$ cat config.mk
export PLATFORM = sky130hd
export DESIGN_NAME = packed_font_glyph_raster_decoder_unit
export DESIGN_NICKNAME = d
export VERILOG_FILES = /design/src/pfgr_pkg.sv /design/src/pfgr_ctrl.sv /design/src/pfgr_dp.sv /design/src/packed_font_glyph_raster_decoder_unit.sv
export SDC_FILE = /design/constraint.sdc
export NUM_CORES = 1
export LEC_CHECK = 0
export BUFFER_PORTS_ARGS = -buffer_cell sky130_fd_sc_hd__buf_2
export CORE_MARGIN = 1.5
export CORE_UTILIZATION = 40
export CTS_BUF_LIST = sky130_fd_sc_hd__clkbuf_4
export DETAILED_ROUTE_END_ITERATION = 10
export GPL_TIMING_DRIVEN = 0
export SLEW_MARGIN = 20
export SYNTH_ARGS = -nofsm -noshare
export SYNTH_HDL_FRONTEND = slang
export SYNTH_SLANG_ARGS = --single-unit
export TNS_END_PERCENT = 100
$ cat constraint.sdc
create_clock -name clock -period 5.3 [get_ports clock]
set_input_delay 0.53 -clock clock [delete_from_list [all_inputs] [get_ports clock]]
set_output_delay 0.53 -clock clock [all_outputs]
set_load 0.05 [all_outputs]
$ cat src/pfgr_pkg.sv
package pfgr_pkg;

   localparam int MAX_WIDTH  = 64;
   localparam int MAX_HEIGHT = 64;

   localparam logic [3:0] RAW_DYN_F   = 4'd14;
   localparam logic [3:0] REPEAT_CODE = 4'd14;
   localparam logic [3:0] REPEAT_ONCE = 4'd15;
   localparam logic [6:0] REPEAT_MAX  = 7'd127;

   localparam logic [1:0] REG_DYN_F        = 2'd0;
   localparam logic [1:0] REG_START_BLACK  = 2'd1;
   localparam logic [1:0] REG_GLYPH_WIDTH  = 2'd2;
   localparam logic [1:0] REG_GLYPH_HEIGHT = 2'd3;

   typedef struct packed {
      logic [3:0] dyn_f;
      logic       start_black;
      logic [6:0] glyph_width;
      logic [6:0] glyph_height;
   } cfg_type;

   typedef enum logic [2:0] {
      S_IDLE,
      S_NYB,
      S_PAINT,
      S_RAW,
      S_EMIT
   } state_type;

   typedef enum logic [2:0] {
      OP_NONE,
      OP_ACCEPT,
      OP_NYB,
      OP_PAINT,
      OP_PAINT_END,
      OP_RAW,
      OP_EMIT,
      OP_FINISH
   } op_type;

   typedef enum logic [1:0] {
      PH_FIRST,
      PH_ZEROS,
      PH_LONG,
      PH_SECOND
   } phase_type;

   typedef struct packed {
      op_type op;
   } cmd_type;

   typedef struct packed {
      logic is_raw;
      logic glyph_done;
      logic nyb_paint;
      logic nyb_lo;
      logic run_end;
      logic paint_full;
      logic raw_full;
      logic bits_empty;
      logic emit_end;
      logic out_free;
   } stat_type;

   // 0 acts as 1, anything above the maximum acts as the maximum
   function automatic logic [6:0] eff_dim(input logic [6:0] v, input logic [6:0] vmax);
      logic [6:0] r;
      if (v == 7'd0) begin
         r = 7'd1;
      end else if (v > vmax) begin
         r = vmax;
      end else begin
         r = v;
      end
      return r;
   endfunction

endpackage

$ cat src/pfgr_ctrl.sv
module pfgr_ctrl (
   input  logic               clock,
   input  logic               reset,
   input  logic               req_tvalid,
   output logic               req_tready,
   input  pfgr_pkg::stat_type stat,
   output pfgr_pkg::cmd_type  cmd
);
   import pfgr_pkg::*;

   state_type state_ff, state_in;
   logic      ret_raw_ff, ret_raw_in;

   always_ff @(posedge clock) begin
      if (reset) begin
         state_ff   <= S_IDLE;
         ret_raw_ff <= 1'b0;
      end else begin
         state_ff   <= state_in;
         ret_raw_ff <= ret_raw_in;
      end
   end

   always_comb begin
      state_in   = state_ff;
      ret_raw_in = ret_raw_ff;
      cmd.op     = OP_NONE;
      req_tready = 1'b0;
      unique case (state_ff)
         S_IDLE: begin
            req_tready = 1'b1;
            if (req_tvalid) begin
               cmd.op   = OP_ACCEPT;
               state_in = stat.is_raw ? S_RAW : S_NYB;
            end
         end
         S_NYB: begin
            if (stat.glyph_done) begin
               state_in = S_IDLE;
            end else begin
               cmd.op = OP_NYB;
               if (stat.nyb_paint) begin
                  state_in = S_PAINT;
               end else if (stat.nyb_lo) begin
                  state_in = S_IDLE;
               end
            end
         end
         S_PAINT: begin
            if (stat.run_end || stat.glyph_done) begin
               cmd.op   = OP_PAINT_END;
               state_in = (!stat.nyb_lo && !stat.glyph_done) ? S_NYB : S_IDLE;
            end else begin
               cmd.op = OP_PAINT;
               if (stat.paint_full) begin
                  state_in   = S_EMIT;
                  ret_raw_in = 1'b0;
               end
            end
         end
         S_RAW: begin
            if (stat.glyph_done || stat.bits_empty) begin
               state_in = S_IDLE;
            end else begin
               cmd.op = OP_RAW;
               if (stat.raw_full) begin
                  state_in   = S_EMIT;
                  ret_raw_in = 1'b1;
               end
            end
         end
         S_EMIT: begin
            if (stat.glyph_done || stat.emit_end) begin
               cmd.op   = OP_FINISH;
               state_in = ret_raw_ff ? S_RAW : S_PAINT;
            end else if (stat.out_free) begin
               cmd.op = OP_EMIT;
            end
         end
         default: begin
            state_in = S_IDLE;
         end
      endcase
   end

endmodule

$ cat src/pfgr_dp.sv
module pfgr_dp (
   input  logic               clock,
   input  logic               reset,
   input  pfgr_pkg::cmd_type  cmd,
   input  pfgr_pkg::cfg_type  cfg,
   input  logic               glyph_start,
   input  logic [7:0]         raster_byte,
   input  logic               rsp_tready,
   output logic               rsp_tvalid,
   output logic [63:0]        row_bits,
   output logic [5:0]         row_number,
   output logic               last_row,
   output pfgr_pkg::stat_type stat
);
   import pfgr_pkg::*;

   localparam logic [63:0] ONES = '1;

   phase_type   phase_ff, phase_in;
   logic [3:0]  lz_ff, lz_in;
   logic [31:0] acc_ff, acc_in;
   logic        dr_ff, dr_in;
   logic        pb_ff, pb_in;
   logic [63:0] row_ff, row_in;
   logic [6:0]  pl_ff, pl_in;
   logic [6:0]  rows_ff, rows_in;
   logic [6:0]  rep_ff, rep_in;
   logic        done_ff, done_in;
   logic        nyb_lo_ff, nyb_lo_in;
   logic [31:0] run_ff, run_in;
   logic [7:0]  sr_ff, sr_in;
   logic [3:0]  bits_ff, bits_in;
   logic [7:0]  emit_ff, emit_in;
   logic        valid_ff, valid_in;
   logic [63:0] obits_ff, obits_in;
   logic [5:0]  onum_ff, onum_in;
   logic        olast_ff, olast_in;

   // decoder outcome for the current nybble
   phase_type   dec_phase;
   logic [3:0]  dec_lz;
   logic [31:0] dec_acc;
   logic        dec_dr;
   logic [6:0]  dec_rep;

   logic [6:0]  w, h, c, k, pl_t, rows_t;
   logic [3:0]  n, d, lz_dec, kr;
   logic        deliver;
   logic [31:0] v, acc_long;
   logic [34:0] s_long;
   logic signed [11:0] s_sec;
   logic [63:0] pmask, rchunk;
   logic [7:0]  rtop;
   logic        out_free;

   always_ff @(posedge clock) begin
      if (reset) begin
         phase_ff  <= PH_FIRST;
         lz_ff     <= '0;
         acc_ff    <= '0;
         dr_ff     <= 1'b0;
         pb_ff     <= 1'b0;
         row_ff    <= '0;
         pl_ff     <= 7'(MAX_WIDTH);
         rows_ff   <= '0;
         rep_ff    <= '0;
         done_ff   <= 1'b0;
         nyb_lo_ff <= 1'b0;
         valid_ff  <= 1'b0;
      end else begin
         phase_ff  <= phase_in;
         lz_ff     <= lz_in;
         acc_ff    <= acc_in;
         dr_ff     <= dr_in;
         pb_ff     <= pb_in;
         row_ff    <= row_in;
         pl_ff     <= pl_in;
         rows_ff   <= rows_in;
         rep_ff    <= rep_in;
         done_ff   <= done_in;
         nyb_lo_ff <= nyb_lo_in;
         valid_ff  <= valid_in;
      end
   end

   always_ff @(posedge clock) begin
      run_ff   <= run_in;
      sr_ff    <= sr_in;
      bits_ff  <= bits_in;
      emit_ff  <= emit_in;
      obits_ff <= obits_in;
      onum_ff  <= onum_in;
      olast_ff <= olast_in;
   end

   // packed-number decoder for the current nybble
   always_comb begin
      w = eff_dim(cfg.glyph_width, 7'(MAX_WIDTH));
      h = eff_dim(cfg.glyph_height, 7'(MAX_HEIGHT));
      d = cfg.dyn_f;
      n = nyb_lo_ff ? sr_ff[3:0] : sr_ff[7:4];
      lz_dec   = (lz_ff != 4'd0) ? lz_ff - 4'd1 : 4'd0;
      acc_long = (acc_ff > 32'h0FFF_FFFF) ? '1 : {acc_ff[27:0], n};
      s_long   = {3'b0, acc_long} + 35'd193 - 35'({d, 4'b0} - {4'b0, d});
      s_sec    = ((12'(acc_ff[3:0]) - 12'(d) - 12'sd1) <<< 4) + 12'(n) + 12'(d) + 12'sd1;
      dec_phase = phase_ff;
      dec_lz    = lz_ff;
      dec_acc   = acc_ff;
      dec_dr    = dr_ff;
      dec_rep   = rep_ff;
      deliver   = 1'b0;
      v         = '0;
      case (phase_ff)
         PH_ZEROS: begin
            if (n == 4'd0) begin
               if (lz_ff != 4'hF) dec_lz = lz_ff + 4'd1;
            end else begin
               dec_acc   = 32'(n);
               dec_phase = PH_LONG;
            end
         end
         PH_LONG: begin
            dec_acc = acc_long;
            dec_lz  = lz_dec;
            if (lz_dec == 4'd0) begin
               dec_phase = PH_FIRST;
               deliver   = 1'b1;
               if (s_long[34]) begin
                  v = '0;
               end else if (s_long[33:32] != 2'b0) begin
                  v = '1;
               end else begin
                  v = s_long[31:0];
               end
            end
         end
         PH_SECOND: begin
            dec_phase = PH_FIRST;
            deliver   = 1'b1;
            v         = s_sec[11] ? 32'd0 : 32'(s_sec[10:0]);
         end
         default: begin
            dec_phase = PH_FIRST;
            if (n == 4'd0) begin
               dec_lz    = 4'd1;
               dec_phase = PH_ZEROS;
            end else if (n <= d) begin
               deliver = 1'b1;
               v       = 32'(n);
            end else if (n < REPEAT_CODE) begin
               dec_acc   = 32'(n);
               dec_phase = PH_SECOND;
            end else if (!dr_ff) begin
               if (n == REPEAT_CODE) dec_dr = 1'b1;
               else if (n == REPEAT_ONCE) dec_rep = 7'd1;
            end
         end
      endcase
      if (deliver && dr_ff) begin
         dec_rep = (v > 32'(REPEAT_MAX)) ? REPEAT_MAX : v[6:0];
         dec_dr  = 1'b0;
      end
   end

   // run painting and raw bit placement
   always_comb begin
      c      = w - pl_ff;
      k      = (run_ff < 32'(pl_ff)) ? run_ff[6:0] : pl_ff;
      pmask  = (ONES >> c) & ~(ONES >> (c + k));
      kr     = (7'(bits_ff) < pl_ff) ? bits_ff : pl_ff[3:0];
      rtop   = sr_ff & ~(8'hFF >> kr);
      rchunk = {rtop, 56'b0} >> c;
      out_free = !valid_ff || rsp_tready;
      pl_t   = glyph_start ? w : pl_ff;
      rows_t = glyph_start ? 7'd0 : rows_ff;
   end

   always_comb begin
      pb_in     = pb_ff;
      row_in    = row_ff;
      pl_in     = pl_ff;
      rows_in   = rows_ff;
      done_in   = done_ff;
      nyb_lo_in = nyb_lo_ff;
      run_in    = run_ff;
      sr_in     = sr_ff;
      bits_in   = bits_ff;
      emit_in   = emit_ff;
      valid_in  = valid_ff && !rsp_tready;
      obits_in  = obits_ff;
      onum_in   = onum_ff;
      olast_in  = olast_ff;
      unique case (cmd.op)
         OP_ACCEPT: begin
            if (glyph_start) begin
               phase_in = PH_FIRST;
               lz_in    = '0;
               acc_in   = '0;
               dr_in    = 1'b0;
               rep_in   = '0;
               pb_in    = cfg.start_black;
               row_in   = '0;
               rows_in  = '0;
            end else begin
               phase_in = phase_ff;
               lz_in    = lz_ff;
               acc_in   = acc_ff;
               dr_in    = dr_ff;
               rep_in   = rep_ff;
            end
            pl_in     = (pl_t == 7'd0 || pl_t > w) ? w : pl_t;
            done_in   = (glyph_start ? 1'b0 : done_ff) | (rows_t >= h);
            sr_in     = raster_byte;
            bits_in   = 4'd8;
            nyb_lo_in = 1'b0;
         end
         OP_NYB: begin
            phase_in = dec_phase;
            lz_in    = dec_lz;
            acc_in   = dec_acc;
            dr_in    = dec_dr;
            rep_in   = dec_rep;
            if (deliver && !dr_ff) begin
               run_in = v;
            end else begin
               nyb_lo_in = 1'b1;
            end
         end
         OP_PAINT: begin
            phase_in = phase_ff;
            lz_in    = lz_ff;
            acc_in   = acc_ff;
            dr_in    = dr_ff;
            rep_in   = rep_ff;
            if (pb_ff) row_in = row_ff | pmask;
            pl_in   = pl_ff - k;
            run_in  = run_ff - 32'(k);
            emit_in = 8'(rep_ff) + 8'd1;
         end
         OP_PAINT_END: begin
            phase_in  = phase_ff;
            lz_in     = lz_ff;
            acc_in    = acc_ff;
            dr_in     = dr_ff;
            rep_in    = rep_ff;
            pb_in     = !pb_ff;
            nyb_lo_in = 1'b1;
         end
         OP_RAW: begin
            phase_in = phase_ff;
            lz_in    = lz_ff;
            acc_in   = acc_ff;
            dr_in    = dr_ff;
            rep_in   = rep_ff;
            row_in   = row_ff | rchunk;
            pl_in    = pl_ff - 7'(kr);
            sr_in    = sr_ff << kr;
            bits_in  = bits_ff - kr;
            emit_in  = 8'(rep_ff) + 8'd1;
         end
         OP_EMIT: begin
            phase_in = phase_ff;
            lz_in    = lz_ff;
            acc_in   = acc_ff;
            dr_in    = dr_ff;
            rep_in   = rep_ff;
            valid_in = 1'b1;
            obits_in = row_ff;
            onum_in  = rows_ff[5:0];
            olast_in = (rows_ff + 7'd1 == h);
            rows_in  = rows_ff + 7'd1;
            if (rows_ff + 7'd1 >= h) done_in = 1'b1;
            emit_in  = emit_ff - 8'd1;
         end
         OP_FINISH: begin
            phase_in = phase_ff;
            lz_in    = lz_ff;
            acc_in   = acc_ff;
            dr_in    = dr_ff;
            rep_in   = '0;
            row_in   = '0;
            pl_in    = w;
         end
         default: begin
            phase_in = phase_ff;
            lz_in    = lz_ff;
            acc_in   = acc_ff;
            dr_in    = dr_ff;
            rep_in   = rep_ff;
         end
      endcase
   end

   assign stat.is_raw     = (cfg.dyn_f >= RAW_DYN_F);
   assign stat.glyph_done = done_ff;
   assign stat.nyb_paint  = deliver && !dr_ff;
   assign stat.nyb_lo     = nyb_lo_ff;
   assign stat.run_end    = (run_ff == 32'd0);
   assign stat.paint_full = (pl_ff == k);
   assign stat.raw_full   = (pl_ff == 7'(kr));
   assign stat.bits_empty = (bits_ff == 4'd0);
   assign stat.emit_end   = (emit_ff == 8'd0);
   assign stat.out_free   = out_free;

   assign rsp_tvalid = valid_ff;
   assign row_bits   = obits_ff;
   assign row_number = onum_ff;
   assign last_row   = olast_ff;

endmodule

$ cat src/packed_font_glyph_raster_decoder_unit.sv
// Packed glyph raster decoder. Raster bytes of one glyph come in on the req
// stream (tuser set on the first byte of a new glyph); finished rows leave on
// the rsp stream, one word per row, with tlast on the glyph's final row. With
// dyn_f 0..13 each byte carries two run-length nybbles (high first), decoded
// in short, two-nybble and long form, with repeat-row codes; dyn_f 14 or 15
// reads the bytes as a plain bitmap, MSB first. For each accepted byte the
// sequencer takes the byte, then in packed mode decodes its nybbles in turn;
// a nybble that ends a run count paints the run row segment by row segment
// and then closes it (a zero run is only closed). Every completed row is
// sent once per copy, waiting while the output is stalled, and is then
// cleared. In bitmap mode the byte is placed as one row segment, or more
// when it crosses a row boundary, with the same row handling. The sequencer
// handles one byte at a time, so a long run or a row repeat holds off
// req_tready until every row it causes has been handed to the output
// register. Rows past the glyph height are dropped until the next glyph
// starts.
module packed_font_glyph_raster_decoder_unit (
   input  logic        clock,
   input  logic        reset,
   // req stream
   input  logic        req_tvalid,
   output logic        req_tready,
   input  logic [7:0]  req_tdata,   // [7:0] raster_byte
   input  logic        req_tuser,   // [0] glyph_start
   // rsp stream
   output logic        rsp_tvalid,
   input  logic        rsp_tready,
   output logic [71:0] rsp_tdata,   // [63:0] row_bits, [69:64] row_number, rest zero
   output logic        rsp_tlast,   // last_row
   // register port
   input  logic        csr_psel,
   input  logic        csr_penable,
   input  logic        csr_pwrite,
   input  logic [3:0]  csr_paddr,
   input  logic [31:0] csr_pwdata,
   output logic [31:0] csr_prdata,
   output logic        csr_pready
);
   import pfgr_pkg::*;

   cfg_type     cfg_ff, cfg_in;
   cmd_type     cmd;
   stat_type    stat;
   logic        wr_en;
   logic [63:0] row_bits;
   logic [5:0]  row_number;

   assign csr_pready = 1'b1;
   assign wr_en      = csr_psel && csr_penable && csr_pwrite;

   always_ff @(posedge clock) begin
      if (reset) begin
         cfg_ff.dyn_f        <= RAW_DYN_F;
         cfg_ff.start_black  <= 1'b0;
         cfg_ff.glyph_width  <= 7'(MAX_WIDTH);
         cfg_ff.glyph_height <= 7'(MAX_HEIGHT);
      end else begin
         cfg_ff <= cfg_in;
      end
   end

   always_comb begin
      cfg_in = cfg_ff;
      if (wr_en) begin
         unique case (csr_paddr[3:2])
            REG_DYN_F:        cfg_in.dyn_f        = csr_pwdata[3:0];
            REG_START_BLACK:  cfg_in.start_black  = csr_pwdata[0];
            REG_GLYPH_WIDTH:  cfg_in.glyph_width  = csr_pwdata[6:0];
            REG_GLYPH_HEIGHT: cfg_in.glyph_height = csr_pwdata[6:0];
            default:          cfg_in = cfg_ff;
         endcase
      end
   end

   always_comb begin
      unique case (csr_paddr[3:2])
         REG_DYN_F:        csr_prdata = {28'b0, cfg_ff.dyn_f};
         REG_START_BLACK:  csr_prdata = {31'b0, cfg_ff.start_black};
         REG_GLYPH_WIDTH:  csr_prdata = {25'b0, cfg_ff.glyph_width};
         REG_GLYPH_HEIGHT: csr_prdata = {25'b0, cfg_ff.glyph_height};
         default:          csr_prdata = '0;
      endcase
   end

   pfgr_ctrl u_ctrl (
      .clock      (clock),
      .reset      (reset),
      .req_tvalid (req_tvalid),
      .req_tready (req_tready),
      .stat       (stat),
      .cmd        (cmd)
   );

   pfgr_dp u_dp (
      .clock       (clock),
      .reset       (reset),
      .cmd         (cmd),
      .cfg         (cfg_ff),
      .glyph_start (req_tuser),
      .raster_byte (req_tdata),
      .rsp_tready  (rsp_tready),
      .rsp_tvalid  (rsp_tvalid),
      .row_bits    (row_bits),
      .row_number  (row_number),
      .last_row    (rsp_tlast),
      .stat        (stat)
   );

   assign rsp_tdata = {2'b0, row_number, row_bits};

   // a row word held back by the receiver stays put until taken
   a_rsp_hold: assert property (@(posedge clock) disable iff (reset)
      rsp_tvalid && !rsp_tready |=>
         rsp_tvalid && $stable(rsp_tdata) && $stable(rsp_tlast))
      else $error("row word changed while stalled");

   // pixels right of the glyph width stay white
   a_row_within_width: assert property (@(posedge clock) disable iff (reset)
      rsp_tvalid |->
         (rsp_tdata[63:0] & (64'hFFFF_FFFF_FFFF_FFFF >>
            eff_dim(cfg_ff.glyph_width, 7'(MAX_WIDTH)))) == 64'd0)
      else $error("black pixel beyond glyph width");

endmodule

== Word level (Yosys, flattened, before mapping) ==
Index checks and enable logic that the tools add are counted.

* Output and inout port bits: 108
* Input bits: 52
* Bits in registers: 274
* Word-level logic and storage cells: 287

* Equal/unequal tests: 53
* Bitwise operators: 7
* $add $sub $neg: 19
* $lt $le $gt $ge: 12
* Reduce and logical (&&, ||, !) cells: 57
* Shift operators: 5
* Multiplexer cells: 109

{| class="wikitable"
|+ Operators by type and width
! cell !! number
|-
| 32-bit two-way mux || 11
|-
| 64-bit one-hot mux with 4 select lines || 1
|-
| 32-bit one-hot mux with 3 select lines || 2
|-
| 64-bit two-way mux || 2
|-
| 64-bit OR || 2
|-
| 32-bit one-hot mux with 2 select lines || 2
|-
| 32-bit one-hot mux with 4 select lines || 1
|-
| 64-bit by 7-bit >> shifter with 64-bit output, first input constant || 2
|-
| 7-bit two-way mux || 18
|-
| 64-bit bitwise AND || 1
|-
| 64-bit inverter || 1
|-
| 64-bit by 7-bit >> shifter with 64-bit output || 1
|-
| 3-bit two-way mux || 13
|-
| 35-bit subtractor || 1
|-
| 32-bit by 8-bit adder with 33-bit output, second input constant || 1
|-
| 32-bit by 28-bit > comparator with 1-bit output, second input constant || 1
|-
| 32-bit by 7-bit > comparator with 1-bit output, second input constant || 1
|-
| 32-bit logical NOT || 1
|-
| 32-bit by 7-bit less-than comparator with 1-bit output || 1
|-
| 4-bit two-way mux || 8
|-
| 8-bit one-hot mux with 2 select lines || 2
|-
| 32-bit by 7-bit subtractor with 32-bit output || 1
|-
| 3-bit one-hot mux with 5 select lines || 2
|-
| 7-bit one-hot mux with 4 select lines || 1
|-
| other kinds (72) || 185
|}

== Depth between registers and ports, before layout ==
* Word-level depth: 13
* Mapped depth: 25
* Mapped depth without buffers: 22

== By module ==
From an unflattened synthesis, not the netlist that was laid out.

* Cell total of the unflattened synthesis: 2548
* Area total of the unflattened synthesis: 20863.8 um^2

{| class="wikitable"
|+ Modules (own cells, without submodules)
! module !! sequential area each (um^2) !! area each (um^2) !! cells each !! instances
|-
| pfgr_dp || 6256.0 || 19287.2 || 2375 || 1
|-
| packed_font_glyph_raster_decoder_unit || 380.4 || 1192.4 || 122 || 1
|-
| pfgr_ctrl || 80.1 || 384.1 || 51 || 1
|}

== Worst setup path before layout ==
OpenSTA, ideal clock, no wires.

* Kind: reg2reg
* Start point: reg u_dp.sr_ff[1]
* End point: reg u_dp.rep_ff[2]
* Path buffers: 2
* Data arrival time: 5041 ps
* Cell stages (with the launch flop): 23
* Setup time: 124 ps
* Setup slack: 134 ps
* Period minus slack after synthesis: 5166 ps
* Data required time: 5176 ps
* Cell sequence: edfxtp_1 -> clkbuf_1 -> mux2i_1 -> nor3_1 -> and3_1 -> o21ai_1 -> a211o_1 -> nor2_1 -> nand2_1 -> or3_1 -> a21oi_1 -> ha_1 -> clkbuf_1 -> a21oi_1 -> inv_1 -> a31oi_1 -> o21ai_1 -> or3_1 -> a221o_1 -> nor4_1 -> nand4_1 -> nor3b_2 -> a2111o_1

* Cells in the longest elaborated chain, start to end: 13
* Elaborated cells between the ends (all ways): 36
* Classes of those cells: add/sub (5); order compare (3); eq/ne (9); mux (15); reduce/logical (4)

{| class="wikitable"
|+ Ends and longest elaborated chain
! item !! RTL line !! source
|-
| start: declaration || pfgr_dp.sv:31 || <nowiki>logic [7:0] sr_ff, sr_in;</nowiki>
|-
| start signal: assignment || pfgr_dp.sv:88 || <nowiki>sr_ff <= sr_in;</nowiki>
|-
| 4-bit two-way mux * || pfgr_dp.sv:101 || <nowiki>n = nyb_lo_ff ? sr_ff[3:0] : sr_ff[7:4];</nowiki>
|-
| 32-bit two-way mux || pfgr_dp.sv:103 || <nowiki>acc_long = (acc_ff > 32'h0FFF_FFFF) ? '1 : {acc_ff[27:0], n};</nowiki>
|-
| 32-bit by 8-bit adder with 33-bit output || pfgr_dp.sv:104 || <nowiki>s_long = {3'b0, acc_long} + 35'd193 - 35'({d, 4'b0} - {4'b0, d});</nowiki>
|-
| 35-bit subtractor || pfgr_dp.sv:104 ||
|-
| 2-bit nonzero test || pfgr_dp.sv:130 || <nowiki>end else if (s_long[33:32] != 2'b0) begin</nowiki>
|-
| 32-bit two-way mux || pfgr_dp.sv:130 ||
|-
| 32-bit two-way mux || pfgr_dp.sv:128 || <nowiki>if (s_long[34]) begin</nowiki>
|-
| 32-bit two-way mux || pfgr_dp.sv:125 || <nowiki>if (lz_dec == 4'd0) begin</nowiki>
|-
| 32-bit one-hot mux with 3 select lines || pfgr_dp.sv:113 || <nowiki>case (phase_ff)</nowiki>
|-
| 32-bit by 7-bit > comparator with 1-bit output || pfgr_dp.sv:160 || <nowiki>dec_rep = (v > 32'(REPEAT_MAX)) ? REPEAT_MAX : v[6:0];</nowiki>
|-
| 7-bit two-way mux || pfgr_dp.sv:160 ||
|-
| 7-bit two-way mux || pfgr_dp.sv:159 || <nowiki>if (deliver && dr_ff) begin</nowiki>
|-
| 7-bit one-hot mux with 3 select lines || pfgr_dp.sv:193 || <nowiki>unique case (cmd.op)</nowiki>
|-
| end signal: assignment || pfgr_dp.sv:79 || <nowiki>rep_ff <= rep_in;</nowiki>
|-
| end: declaration || pfgr_dp.sv:27 || <nowiki>logic [6:0] rep_ff, rep_in;</nowiki>
|}

Every way passes the cells marked *; elsewhere a longest branch is shown, timed or not.
A chain may end at the register's enable or synchronous reset.

== Final worst setup path ==
* Start point: reg u_dp.nyb_lo_ff
* End point: reg u_dp.rep_ff[2]

* Cells in the longest elaborated chain, start to end: 13
* Elaborated cells between the ends (all ways): 36
* Classes of those cells: add/sub (5); order compare (3); eq/ne (9); mux (15); reduce/logical (4)

{| class="wikitable"
|+ Ends and longest elaborated chain
! item !! RTL line !! source
|-
| start: declaration || pfgr_dp.sv:29 || <nowiki>logic nyb_lo_ff, nyb_lo_in;</nowiki>
|-
| start signal: assignment || pfgr_dp.sv:81 || <nowiki>nyb_lo_ff <= nyb_lo_in;</nowiki>
|-
| 4-bit two-way mux * || pfgr_dp.sv:101 ||
|-
| 32-bit two-way mux || pfgr_dp.sv:103 ||
|-
| 32-bit by 8-bit adder with 33-bit output || pfgr_dp.sv:104 ||
|-
| 35-bit subtractor || pfgr_dp.sv:104 ||
|-
| 2-bit nonzero test || pfgr_dp.sv:130 ||
|-
| 32-bit two-way mux || pfgr_dp.sv:130 ||
|-
| 32-bit two-way mux || pfgr_dp.sv:128 ||
|-
| 32-bit two-way mux || pfgr_dp.sv:125 ||
|-
| 32-bit one-hot mux with 3 select lines || pfgr_dp.sv:113 ||
|-
| 32-bit by 7-bit > comparator with 1-bit output || pfgr_dp.sv:160 ||
|-
| 7-bit two-way mux || pfgr_dp.sv:160 ||
|-
| 7-bit two-way mux || pfgr_dp.sv:159 ||
|-
| 7-bit one-hot mux with 3 select lines || pfgr_dp.sv:193 ||
|}

Marks and branches as above.

==> flow_summary.toml <==
[hold_path]
worst_hold_path.num_cells = 2
hold_start = "req_tdata[6]"
hold_end = "u_dp.sr_ff[6]"
hold_class = "input port to flop"

[layout]
nets = 3004
post_route_cells_drive_above_1_share = 0.190
fillers = 5062
ff_latch_area_um2 = 6720
final_cell_mix = "nand2_1, nor2_1, a21oi_1, dfxtp_1, o21ai_0"
mostFrequentLayoutCell = "nand2_1"
syn2layout_area_growth_pct = 20.8
multi_input_area_um2 = 13900

[yosys]
synth_cell_type_count = 111
synth_seq_cells = 274
synthCells = 2508
netlist.area_leader.share = 0.179
synth_enable_flop_cells = 123
yosysSeqAreaShare = 0.325
async_flop_share = 0
netlist_top_cells_area = "edfxtp_1, dfxtp_1, ha_1"
ys_dominant_reg_cell = "dfxtp_1"
synthDominantAreaCellType = "edfxtp_1"
syn-mean-instance-area_um2 = 8.24
netlist_area_um2 = 20700
yosys_warnings = 0

[route]
vias = 21400
first_iter_violations = 2055
drc = 0
finalWirelength_mm = 82.4
detailedRoute.firstPassIterationCount = 6
drt-wirelength-per-cell_um = 23.1
route.detailed.vias_per_inst = 6.01
detail-route-antenna-nets = 0

[timing]
report.final.slew_viol_count = 0
post-route-min-period_ns = 5.41
grt_setup_unrepaired = "yes"
setup_ws_ns = -0.111
max-slew-margin-rel = 0.167
fin_skew_ns = 0.0966
final-setup-viol-count = 7
post-route-period-util = 1.02
fin_hold_ws_ns = 0.0588
fmax_ghz = 0.185
worst-slew-pin-transition_ns = 1.24
number_of_hold_violations_in_the_final_report = 0

[flow_run]
maxCapViolations = 0

[floorplan]
floorplan.die.height_um = 230
ioPinCount = 160
core_region_area_um2 = 51200
initial_core_util = 0.404
floorplan.die.width_um = 230
die_area_um2 = 53000
num_rows = 83

[global_route]
grtUsageMet1 = 0.392
groute.usage.overall = 0.303
wire_length_of_the_first_global_routing_pass_mm = 123
grt_util_met2 = 0.496
grt_start_max_net_pins = 40
antenna_violations_before_repair = 3
first_global_vias = 20500
grt.overflow.total = 0
grt_most_used_layer = "met2"
groute.layer.met3.usage = 0.0522

[placed_design]
dp.final_hpwl_mm = 63.7
buffer_ports.inserted = 104
gp_congestion = 1.00
post-place-ws_ns = -2.07

[clock_network]
ctsHtreeMaxLevel = 3
root_driver = "clkbuf_4"
clk-insertion-delay-late_ns = 0.87
cts_tree = "done"
clk_path_buf_depth = 3
cts-buffers-inserted = 77
clock_slew_seen_by_the_registers_of_the_worst_setup_and_hold_paths_ns = 0.06
cts.sinks = 274

[setup_path]
worst_setup_path_startpoint = "u_dp.nyb_lo_ff"
cp.buffers_inverters = 2
worst-path-stages = 22
worst-endpoint-arrival_ns = 6.09
r2r.worst_path.cells = 22
cp.required_ns = 5.98
critical-path-max-stage-delay_ns = 0.48
critical_path_peak_fanout = 7
path_delay_family = "simple AND/OR/NAND/NOR gates"
setup.reg_to_reg.worst_slack_ns = -0.11
cp_cell_sequence = "buf_12 > mux2i_4 > nor3_2 > and3_4 > o21ai_4 > a211o_1 > nor2_4 > nand3_2 > xor2_1 > nor2_2 > ha_4 > a21oi_4 > o211ai_1 > a221o_1 > or4_1 > nand4_1 > o221ai_2 > nor4_2 > nand4_1 > buf_6 > nor3b_4 > a2111o_1"
setup_crit_path_kind = "flop to flop"
crit_path_top_delay_cell = "or4_1"
timing.rr.start = "u_dp.nyb_lo_ff"
crit_path_most_repeated_cell = "nand4_1"
worst_setup_end_kind = "flop"
cp-start-kind = "flop"
worstReg2RegEnd = "u_dp.rep_ff[2]"

[power_and_ir_drop]
vdd.ir_drop.worst_v = 0.000663
cellLeakagePower_nw = 9.67
power_density_nw_per_um2 = 733

[status]
violations = "negative setup slack"
outcome = "finished with violations"
## kinds of logic (layout without fill, tap and decap cells)
family,after synthesis,count (layout),synth area share
AND/OR/NAND/NOR,862,862,0.198
other,2,57,0.000363
adder cells (fa/ha/maj),132,132,0.0832
AO/OA/AOI/OAI,816,816,0.264
multiplexers,47,47,0.0241
XOR/XNOR,120,120,0.0523
buffers and inverters,255,578,0.0533
flip-flops,274,274,0.325
## metrics by stage
stage / std cells / power (mW) / utilization / instance area (µm²) / TNS (ns)
6_report: 3566 / 18.3 / 0.487 / 25000 / -0.569
5_1_grt: 3565 / 19.1 / 0.487 / 25000 / -2.58
2_1_floorplan: 2560 / 10.3 / - / 20900 / 0
3_5_place_dp: 3347 / 14.5 / 0.436 / 22300 / -123.18
4_1_cts: 3541 / 17.3 / 0.477 / 24400 / -0.142
3_3_place_gp: 3344 / 14.5 / 0.434 / 22200 / -264.50
## flip-flops by register name (all words and copies together) (netlist names)
signal and flops:
cfg_ff 19, u_ctrl.ret_raw_ff 1, u_ctrl.state_ff 3, u_dp.acc_ff 32, u_dp.bits_ff 4, u_dp.done_ff 1
u_dp.dr_ff 1, u_dp.emit_ff 8, u_dp.last_row 1, u_dp.lz_ff 4, u_dp.nyb_lo_ff 1, u_dp.pb_ff 1
u_dp.phase_ff 2, u_dp.pl_ff 7, u_dp.rep_ff 7, u_dp.row_bits 64, u_dp.row_ff 64, u_dp.row_number 6
u_dp.rows_ff 7, u_dp.rsp_tvalid 1, u_dp.run_ff 32, u_dp.sr_ff 8
## final cells by class
type,instances,area share
inverters,106,0.0167
flip-flops and latches,274,0.269
clock inverters,31,0.00787
diodes,3,0.000301
clock buffers,111,0.0334
repair buffers,194,0.0522
plain buffers,136,0.0295
well taps,680,0.0341
multi-input cells,2031,0.557
## worst reg2reg max path: stages, from the launching register on
cell	delay (ns)
dfxtp_2	0.32
buf_12	0.15
mux2i_4	0.24
nor3_2	0.25
and3_4	0.24
o21ai_4	0.06
a211o_1	0.39
nor2_4	0.22
nand3_2	0.10
xor2_1	0.16
nor2_2	0.16
ha_4	0.24
a21oi_4	0.16
o211ai_1	0.15
a221o_1	0.41
or4_1	0.48
nand4_1	0.19
o221ai_2	0.16
nor4_2	0.32
nand4_1	0.16
buf_6	0.16
nor3b_4	0.17
a2111o_1	0.36
## Yosys cell counts (9+ instances only)
library cell and n:
a22o_1 12, o2111ai_1 10, o21a_1 21, o21bai_1 9, nand2b_1 24, buf_2 15, nand3_1 64, a221oi_1 22
and2_1 15, o21ai_1 12, ha_1 123, o31ai_1 10, fa_1 9, and3_1 21, a21oi_2 9, dfxtp_1 151
o21ai_0 150, nor2b_1 32, xnor2_1 66, or3_1 19, nand2_1 262, or4_1 15, a22oi_1 9, clkbuf_1 94
a21o_1 48, nor2_1 239, a211o_1 12, nor4_1 17, a221o_1 11, edfxtp_1 123, xor2_1 51, nand4_1 36
o22ai_1 32, a31oi_1 29, inv_1 101, a21boi_0 11, a21oi_1 219, o221ai_1 10, o211ai_1 71, buf_4 29
nor3_1 77, a211oi_1 23, mux2i_1 37
## power by group
part / switching [mW] / leakage, nW / internal, mW / total (mW)
clock: 0.967 / 0.599 / 1.07 / 2.04
combinational: 9.14 / 6.69 / 3.89 / 13.0
sequential: 0.435 / 2.38 / 2.79 / 3.23
## how the worst max path moves through the flow
| stage | endpoint |
|---|---|
| 2_1_floorplan | u_dp.rep_ff[2] |
| 3_3_place_gp | u_dp.row_ff[14] |
| 3_5_place_dp | u_dp.row_ff[14] |
| 4_1_cts | u_dp.rep_ff[4] |
| 5_1_grt | u_dp.rep_ff[2] |
| 6_report | u_dp.rep_ff[2] |
## per-layer routing
| layer | share of wire | routed length (µm) |
|---|---|---|
| met3 | 0.072 | 5920 |
| met1 | 0.43 | 35000 |
| met4 | 0.037 | 3080 |
| met5 | 0.00011 | 9 |
| met2 | 0.47 | 38400 |
## timing repair
action | CTS | global route
hold endpoints to repair | 23 | 0
pin swaps | 43 | 34
setup buffers | 48 | 27
setup endpoints to repair | 103 | 99
resized for setup | 139 | 91
hold buffers | 12 | 0
Power figures use the tool's default switching activity.
